[config.mk]
export PLATFORM = sky130hd
export DESIGN_NAME = framed_packet_decoder_crc16
export DESIGN_NICKNAME = d
export VERILOG_FILES = /design/src/fpd_pkg.sv /design/src/fpd_payload_ram.sv /design/src/fpd_parser.sv /design/src/framed_packet_decoder_crc16.sv
export SDC_FILE = /design/constraint.sdc
export NUM_CORES = 2
export LEC_CHECK = 0
export BUFFER_PORTS_ARGS = -buffer_cell sky130_fd_sc_hd__buf_4
export CAP_MARGIN = 0
export CORE_MARGIN = 3
export CORE_UTILIZATION = 31
export CTS_BUF_LIST = sky130_fd_sc_hd__clkbuf_4
export DETAILED_ROUTE_END_ITERATION = 10
export SLEW_MARGIN = 25
export SYNTH_ARGS = -nofsm -noshare
export SYNTH_HDL_FRONTEND = slang
export SYNTH_HIERARCHICAL = 1
export SYNTH_SLANG_ARGS = --single-unit
export TNS_END_PERCENT = 1
[constraint.sdc]
create_clock -name clk_i -period 4.3 [get_ports clk_i]
set_input_delay 0.215 -clock clk_i [delete_from_list [all_inputs] [get_ports clk_i]]
set_output_delay 0.215 -clock clk_i [all_outputs]
set_load 0.02 [all_outputs]
[src/fpd_pkg.sv]
// Shared types, constants and the CRC-16/CCITT-FALSE byte update for the
// framed packet decoder. No dependencies.
`timescale 1ns / 1ps
`default_nettype none

package fpd_pkg;

  // Payload buffer geometry
  localparam int MaxPayload = 256;
  localparam int AddrW      = $clog2(MaxPayload);
  localparam int PosW       = $clog2(MaxPayload + 1);
  localparam int LenW       = 9;

  // CRC constants
  localparam logic [15:0] CrcInit = 16'hFFFF;
  localparam logic [15:0] CrcPoly = 16'h1021;

  // Configuration register indexes
  localparam int CfgIdxW = 2;
  localparam logic [CfgIdxW-1:0] CfgSyncFirst  = 2'd0;
  localparam logic [CfgIdxW-1:0] CfgSyncSecond = 2'd1;
  localparam logic [CfgIdxW-1:0] CfgVersion    = 2'd2;

  // Result kinds
  localparam logic KindFrame = 1'b0;
  localparam logic KindRead  = 1'b1;

  // Input mode codes
  localparam logic ModePush = 1'b0;
  localparam logic ModeRead = 1'b1;

  // Payload buffer write port
  typedef struct packed {
    logic             we;
    logic [AddrW-1:0] addr;
    logic [7:0]       data;
  } buf_wr_t;

  // Good-frame report from the parser
  typedef struct packed {
    logic            valid;
    logic [7:0]      ftype;
    logic [LenW-1:0] len;
  } frame_rpt_t;

  // One byte of CRC-16/CCITT-FALSE, MSB first
  function automatic logic [15:0] crc16_byte(input logic [15:0] crc_in,
                                             input logic [7:0]  b);
    logic [15:0] c;
    c = crc_in ^ {b, 8'h00};
    for (int k = 0; k < 8; k++) begin
      if (c[15]) begin
        c = {c[14:0], 1'b0} ^ CrcPoly;
      end else begin
        c = {c[14:0], 1'b0};
      end
    end
    return c;
  endfunction

endpackage

`default_nettype wire

[src/fpd_payload_ram.sv]
// Payload byte buffer: one write port, one read port, registered read data.
// Depends on fpd_pkg.
`timescale 1ns / 1ps
`default_nettype none

module fpd_payload_ram
  import fpd_pkg::*;
(
  input  wire logic             clk_i,
  input  wire buf_wr_t          wr_i,
  input  wire logic             rd_en_i,
  input  wire logic [AddrW-1:0] rd_addr_i,
  output logic [7:0]            rd_data_o
);

  logic [7:0] mem_q [MaxPayload];
  logic [7:0] rd_data_q;

  // write port
  always_ff @(posedge clk_i) begin
    if (wr_i.we) begin
      mem_q[wr_i.addr] <= wr_i.data;
    end
  end

  // read port, data held until the next read
  always_ff @(posedge clk_i) begin
    if (rd_en_i) begin
      rd_data_q <= mem_q[rd_addr_i];
    end
  end

  assign rd_data_o = rd_data_q;

endmodule

`default_nettype wire

[src/fpd_parser.sv]
// Header/length/CRC parser for the framed packet decoder, holding the sync and
// version registers. Drives the payload buffer write port. Depends on fpd_pkg.
`timescale 1ns / 1ps
`default_nettype none

module fpd_parser
  import fpd_pkg::*;
(
  input  wire logic               clk_i,
  input  wire logic               rst_ni,
  input  wire logic               cfg_we_i,
  input  wire logic [CfgIdxW-1:0] cfg_index_i,
  input  wire logic [7:0]         cfg_data_i,
  input  wire logic               push_i,
  input  wire logic [7:0]         byte_i,
  output buf_wr_t                 wr_o,
  output frame_rpt_t              frame_o
);

  typedef enum logic [8:0] {
    PhSync0 = 9'b000000001,
    PhSync1 = 9'b000000010,
    PhVer   = 9'b000000100,
    PhType  = 9'b000001000,
    PhLen0  = 9'b000010000,
    PhLen1  = 9'b000100000,
    PhData  = 9'b001000000,
    PhCrc0  = 9'b010000000,
    PhCrc1  = 9'b100000000
  } phase_e;

  phase_e          phase_q, phase_d;
  logic [15:0]     crc_q, crc_d;
  logic [7:0]      rx_lo_q, rx_lo_d;
  logic [7:0]      type_q, type_d;
  logic [7:0]      len_lo_q, len_lo_d;
  logic [LenW-1:0] len_q, len_d;
  logic [PosW-1:0] pos_q, pos_d;
  logic [7:0]      sync_first_q, sync_second_q, version_q;
  logic [15:0]     crc_upd;
  logic [15:0]     len_full;
  logic [PosW-1:0] pos_inc;

  // configuration registers
  always_ff @(posedge clk_i or negedge rst_ni) begin
    if (!rst_ni) begin
      sync_first_q  <= 8'd90;
      sync_second_q <= 8'd190;
      version_q     <= 8'd1;
    end else if (cfg_we_i) begin
      unique case (cfg_index_i)
        CfgSyncFirst:  sync_first_q  <= cfg_data_i;
        CfgSyncSecond: sync_second_q <= cfg_data_i;
        CfgVersion:    version_q     <= cfg_data_i;
        default: ;
      endcase
    end
  end

  assign crc_upd  = crc16_byte((phase_q == PhVer) ? CrcInit : crc_q, byte_i);
  assign len_full = {byte_i, len_lo_q};
  assign pos_inc  = pos_q + PosW'(1);

  // next-state and datapath
  always_comb begin
    phase_d       = phase_q;
    crc_d         = crc_q;
    rx_lo_d       = rx_lo_q;
    type_d        = type_q;
    len_lo_d      = len_lo_q;
    len_d         = len_q;
    pos_d         = pos_q;
    wr_o.we       = 1'b0;
    wr_o.addr     = pos_q[AddrW-1:0];
    wr_o.data     = byte_i;
    frame_o.valid = 1'b0;
    frame_o.ftype = type_q;
    frame_o.len   = len_q;
    if (push_i) begin
      unique case (phase_q)
        PhSync0: begin
          if (byte_i == sync_first_q) phase_d = PhSync1;
        end
        PhSync1: begin
          priority if (byte_i == sync_first_q) phase_d = PhSync1;
          else if (byte_i == sync_second_q) phase_d = PhVer;
          else phase_d = PhSync0;
        end
        PhVer: begin
          crc_d   = crc_upd;
          phase_d = (byte_i == version_q) ? PhType : PhSync0;
        end
        PhType: begin
          crc_d   = crc_upd;
          type_d  = byte_i;
          phase_d = PhLen0;
        end
        PhLen0: begin
          crc_d    = crc_upd;
          len_lo_d = byte_i;
          phase_d  = PhLen1;
        end
        PhLen1: begin
          crc_d = crc_upd;
          if (len_full > 16'(MaxPayload)) begin
            phase_d = PhSync0;
          end else begin
            len_d   = len_full[LenW-1:0];
            pos_d   = '0;
            phase_d = (len_full == 16'd0) ? PhCrc0 : PhData;
          end
        end
        PhData: begin
          crc_d   = crc_upd;
          wr_o.we = (pos_q < PosW'(MaxPayload));
          pos_d   = pos_inc;
          if (LenW'(pos_inc) >= len_q) phase_d = PhCrc0;
        end
        PhCrc0: begin
          rx_lo_d = byte_i;
          phase_d = PhCrc1;
        end
        PhCrc1: begin
          phase_d       = PhSync0;
          frame_o.valid = ({byte_i, rx_lo_q} == crc_q);
        end
        default: phase_d = PhSync0;
      endcase
    end
  end

  // parser state
  always_ff @(posedge clk_i or negedge rst_ni) begin
    if (!rst_ni) begin
      phase_q  <= PhSync0;
      crc_q    <= CrcInit;
      rx_lo_q  <= '0;
      type_q   <= '0;
      len_lo_q <= '0;
      len_q    <= '0;
      pos_q    <= '0;
    end else begin
      phase_q  <= phase_d;
      crc_q    <= crc_d;
      rx_lo_q  <= rx_lo_d;
      type_q   <= type_d;
      len_lo_q <= len_lo_d;
      len_q    <= len_d;
      pos_q    <= pos_d;
    end
  end

`ifndef SYNTHESIS
  // buffer writes only happen while payload bytes arrive
  a_wr_in_data: assert property (@(posedge clk_i) disable iff (!rst_ni)
    wr_o.we |-> (phase_q == PhData) && push_i)
    else $error("payload write outside data phase");

  // a good frame is reported only on the last CRC byte
  a_frame_on_crc1: assert property (@(posedge clk_i) disable iff (!rst_ni)
    frame_o.valid |=> (phase_q == PhSync0))
    else $error("frame report did not return to hunt");

  // position never runs past the held length during payload reception
  a_pos_bound: assert property (@(posedge clk_i) disable iff (!rst_ni)
    (phase_q == PhData) |-> (LenW'(pos_q) < len_q))
    else $error("payload position beyond length");
`endif

endmodule

`default_nettype wire

[src/framed_packet_decoder_crc16.sv]
// Framed packet decoder with CRC-16/CCITT-FALSE check: top level.
// Depends on fpd_pkg, fpd_parser and fpd_payload_ram.
//
// Usage:
//   Input channel (in_valid_i/in_ready_o) carries one word per handshake:
//   mode_i = push takes data_byte_i into the frame parser, mode_i = read
//   returns the buffered payload byte at read_index_i.
//   Output channel (out_valid_o/out_ready_i) carries a good-frame report
//   (result_kind_o = 0, frame_type_o, payload_length_o) after the last CRC
//   byte of a frame whose CRC matches, or read data (result_kind_o = 1).
//   A result is registered and appears in the cycle after its word. Throughput:
//   one word per cycle while results are taken; the parser updates the CRC a
//   byte at a time and the payload buffer takes one write or one read per cycle.
//   The output register holds a result until taken; in_ready_o is high
//   when that register is empty or is being emptied in the same cycle.
//   Reset sets the sync bytes to 0x5A/0xBE, the version to 1 and starts
//   hunting for the first sync byte; the payload buffer is not cleared,
//   so only indexes written by a received frame may be read. The user must write
//   configuration (cfg_we_i) only while the block is idle; it is not enforced.
`timescale 1ns / 1ps
`default_nettype none

module framed_packet_decoder_crc16
  import fpd_pkg::*;
(
  input  wire logic               clk_i,
  input  wire logic               rst_ni,
  input  wire logic               cfg_we_i,
  input  wire logic [CfgIdxW-1:0] cfg_index_i,
  input  wire logic [7:0]         cfg_data_i,
  input  wire logic               in_valid_i,
  output logic                    in_ready_o,
  input  wire logic               mode_i,
  input  wire logic [7:0]         data_byte_i,
  input  wire logic [7:0]         read_index_i,
  output logic                    out_valid_o,
  input  wire logic               out_ready_i,
  output logic                    result_kind_o,
  output logic [7:0]              frame_type_o,
  output logic [LenW-1:0]         payload_length_o,
  output logic [7:0]              read_data_o
);

  logic            accept;
  logic            push;
  logic            rd_en;
  buf_wr_t         buf_wr;
  frame_rpt_t      frame;
  logic [7:0]      rd_data;
  logic            out_valid_q, out_valid_d;
  logic            kind_q;
  logic [7:0]      type_q;
  logic [LenW-1:0] len_q;

  assign in_ready_o = !out_valid_q || out_ready_i;
  assign accept     = in_valid_i && in_ready_o;
  assign push       = accept && (mode_i == ModePush);
  assign rd_en      = accept && (mode_i == ModeRead);

  fpd_parser u_parser (
    .clk_i       (clk_i),
    .rst_ni      (rst_ni),
    .cfg_we_i    (cfg_we_i),
    .cfg_index_i (cfg_index_i),
    .cfg_data_i  (cfg_data_i),
    .push_i      (push),
    .byte_i      (data_byte_i),
    .wr_o        (buf_wr),
    .frame_o     (frame)
  );

  fpd_payload_ram u_ram (
    .clk_i     (clk_i),
    .wr_i      (buf_wr),
    .rd_en_i   (rd_en),
    .rd_addr_i (read_index_i[AddrW-1:0]),
    .rd_data_o (rd_data)
  );

  // output register valid
  always_comb begin
    priority if (accept) out_valid_d = rd_en || frame.valid;
    else if (out_ready_i) out_valid_d = 1'b0;
    else out_valid_d = out_valid_q;
  end

  always_ff @(posedge clk_i or negedge rst_ni) begin
    if (!rst_ni) begin
      out_valid_q <= 1'b0;
    end else begin
      out_valid_q <= out_valid_d;
    end
  end

  // output register payload; read data itself sits in the buffer's read register
  always_ff @(posedge clk_i) begin
    if (accept) begin
      kind_q <= rd_en ? KindRead : KindFrame;
      type_q <= frame.ftype;
      len_q  <= frame.len;
    end
  end

  assign out_valid_o      = out_valid_q;
  assign result_kind_o    = kind_q;
  assign frame_type_o     = (kind_q == KindFrame) ? type_q : 8'd0;
  assign payload_length_o = (kind_q == KindFrame) ? len_q : '0;
  assign read_data_o      = (kind_q == KindRead) ? rd_data : 8'd0;

`ifndef SYNTHESIS
  // a read word always produces a read result in the next cycle
  a_read_result: assert property (@(posedge clk_i) disable iff (!rst_ni)
    rd_en |=> out_valid_o && (result_kind_o == KindRead))
    else $error("read word gave no read result");

  // a good frame is reported as a frame result in the next cycle
  a_push_kind: assert property (@(posedge clk_i) disable iff (!rst_ni)
    (push && frame.valid) |=> out_valid_o && (result_kind_o == KindFrame))
    else $error("good frame not reported");

  // the buffer is never written and read in the same cycle
  a_one_port: assert property (@(posedge clk_i) disable iff (!rst_ni)
    !(buf_wr.we && rd_en))
    else $error("buffer write and read collide");
`endif

endmodule

`default_nettype wire
==> flow_summary_export.csv <==
group,metric,value,unit
place,io_buffers,59,
worst_setup_path,cp_data_required_time,5.26,ns
worst_setup_path,critPathCaptureType,"flop",
floorplan,dieArea,283000,um2
power_and_ir_drop,ir_drop,0.269,mV
logic_synthesis,ys_ff_latch,2166,
timing,fin_skew,0.142,ns
worst_setup_path,start_kind,"flop",
routing,drtAntennaViolNets,0,
clock_tree,cts_root_buffer,"clkbuf_4",
logic_synthesis,synth_cell_type_count,82,
routing,num_vias,46000,
routing,drc,0,
grt,overflow,0,
routing,post_drt_wl_per_cell,25.1,um
place,post-place-ws,0.201,ns
power_and_ir_drop,power.leakage,32.2,nW
worst_setup_path,critPathArrivalTime,4.96,ns
grt,grt_pass1_vias,47400,
logic_synthesis,yosys_warnings,6,
power_and_ir_drop,pwr-share-seq,0.535,
clock_tree,clk_latency,1.39,ns
clock_tree,hold_buffers,71,
clock_tree,htreeDepth,6,
finish,utilization,0.363,
clock_tree,cts_buffers,575,
logic_synthesis,synth-edff-count,2074,
clock_tree,cts.clk_slew.worst_paths,0.07,ns
timing,slew_headroom,0.255,
floorplan,die_x,532,um
power_and_ir_drop,p_sw,10.2,mW
timing,slew_viol_final,0,
logic_synthesis,syn_inst,4249,
timing,fin_crit_sh,0.930,
power_and_ir_drop,switching_share,0.231,
grt,grt_pass1_wl,328,mm
clock_tree,cts_buffer_depth,4,
grt,grt_max_degree,171,
floorplan,die_y,532,um
clock_tree,cts_tree,"built",
status,run_status,"completed",
place,dpl.hpwl,136,mm
floorplan,start_util,0.312,
routing,post_drt_via_cell_ratio,5.07,
timing,setup_tns,0,ns
timing,fin_ws,0.301,ns
timing,rsz0062_at_grt,"no",
clock_tree,postCtsSetupRepairBufs,0,
grt,grt_usage,0.157,
timing,hold_violations,0,
worst_setup_path,worstPathMaxFanout,19,
power_and_ir_drop,power_density,442,nW/um2
finish,drive_above_1_share,0.340,
routing,wl,227,mm
place,place_area,91800,um2
run,drv_cap,0,
timing,max_freq,0.250,GHz
floorplan,rows,192,
clock_tree,cts.sinks,2166,
logic_synthesis,ys_async_sr_fraction,0.0425,
clock_tree,post_cts.resized_instances,0,
logic_synthesis,syn_area_per_cell,20.2,um2
logic_synthesis,ys_seq_area_frac,0.755,
logic_synthesis,netlist_area,85600,um2
floorplan,core_area,274000,um2
worst_setup_path,path_class,"reg -> reg",
timing,finalCriticalPeriod,4.00,ns
power_and_ir_drop,combPwrFrac,0.068,
place,gp_congestion,0.829,
finish,design_area,99600,um2
timing,setup_viol,0,
logic_synthesis,ys.flop_type,"edfxtp_1",
worst_hold_path,hold_path.class,"in -> reg",
finish,area_growth,16.3,%
finish,finalNetCount,5046,
power_and_ir_drop,p_int,33.9,mW
floorplan,io_pins,60,
routing,drtIter0Drc,5298,
routing,firstDrtPassIters,6,
power_and_ir_drop,p_clk_frac,0.396,
timing,worst_pin_slew,1.12,ns
logic_synthesis,syn-num-nets,4291,
grt,antenna_found_initial,15,
## synthesized netlist by cell type, types with 41 or more instances
master,instances,area [um2]
clkbuf_1,122,458
edfxtp_1,2074,62300
nand3_1,42,210
a21oi_1,101,505
mux4_2,454,10200
o221ai_1,46,403
buf_2,42,210
dfrtp_1,64,1600
nand2_1,62,233
mux2i_1,137,1370
buf_4,44,330
a22oi_1,133,998
mux2_2,56,631
nor2_1,306,1150
xnor2_1,41,359
nor2b_1,47,294
## logic make-up after synthesis
| group | after synthesis | synth area share |
|---|---|---|
| xor+xnor | 82 | 0.00856 |
| flops | 2166 | 0.755 |
| mux | 658 | 0.145 |
| buf+inv | 292 | 0.0206 |
| fa+ha+maj | 10 | 0.00146 |
| compound gates | 435 | 0.0359 |
| simple gates | 606 | 0.0342 |
## cell usage in the layout (no fill, tap or decap), drive strengths merged, types with 64 or more instances in the layout
cell type    instances
edfxtp            2074
clkbuf             820
mux4               456
buf                388
nor2               307
mux2i              137
a22oi              133
a21oi              101
clkinv             100
mux2                65
dlygate4sd3         64
dfrtp               64
nand2               64
## power by group through the flow
stage	Clock (mW)	Combinational, mW	Sequential [mW]
finish	17.5	3.01	23.6
global route	19.1	3.22	23.6
CTS	17.9	3.02	23.6
detailed placement	0	2.91	24.0
global placement	0	2.87	24.0
floorplan	0	2.00	24.0
## per-layer routing
layer / track usage / vias up / part of all wire
met2: 0.251 / 2197 / 0.48
met4: 0.0528 / 2 / 0.027
met3: 0.0349 / 373 / 0.083
li1: - / 19300 / -
met5: 0 / - / 0.000031
met1: 0.211 / 24100 / 0.41
## worst max-delay path: stages (launching register included)
cell	delay [ns]
dfrtp_1	0.47
or4_1	0.70
nor2_2	0.18
buf_4	0.19
nand2_1	0.08
nor2_1	0.25
buf_4	0.29
nand3_1	0.62
nor2_1	0.83
## path summary, 6_finish.rpt
path	depth (start not counted)	slack, ns	startpoint	end
worst max register to register	8	0.30	u_parser/phase_q[2]	u_ram/mem_q[152][7]
worst min-delay path	3	0.17	in_valid_i	len_q[6]
min in group asynchronous	5	0.52	rst_ni	u_parser/sync_first_q[0]
worst max-delay path	8	0.30	u_parser/phase_q[2]	u_ram/mem_q[152][7]
worst min register to register	0	0.44	u_parser/type_q[6]	type_q[6]
max in group asynchronous	5	3.35	rst_ni	u_parser/crc_q[1]
## state kept, by name, summed over array words and instances, names as in the netlist, 9 cells and up
name,cells
u_ram/mem_q,2048
u_parser/crc_q,16
u_parser/pos_q,9
u_parser/len_q,9
len_q,9
u_parser/phase_q,9
## layout make-up
type	instances	area, um2
sequential	2166	64600
clock buffer	819	6150
timing repair buffer	453	4100
inverter	17	63.8
tap	3686	4610
fill	25600	175000
antenna	6	15.0
multi-input combinational	1791	19300
clock inverter	125	767
## through the flow
step                      hold WS [ns]  instances  power [mW]
after floorplan                -0.0806       4249        26.0
after global placement           0.387       8039        26.9
after detailed placement         0.396       8040        27.0
after CTS                       0.0222       9055        44.6
after global routing             0.114       9062        45.9
final                            0.170       9063        44.1
Note: power is estimated with default switching activity, not from simulation.
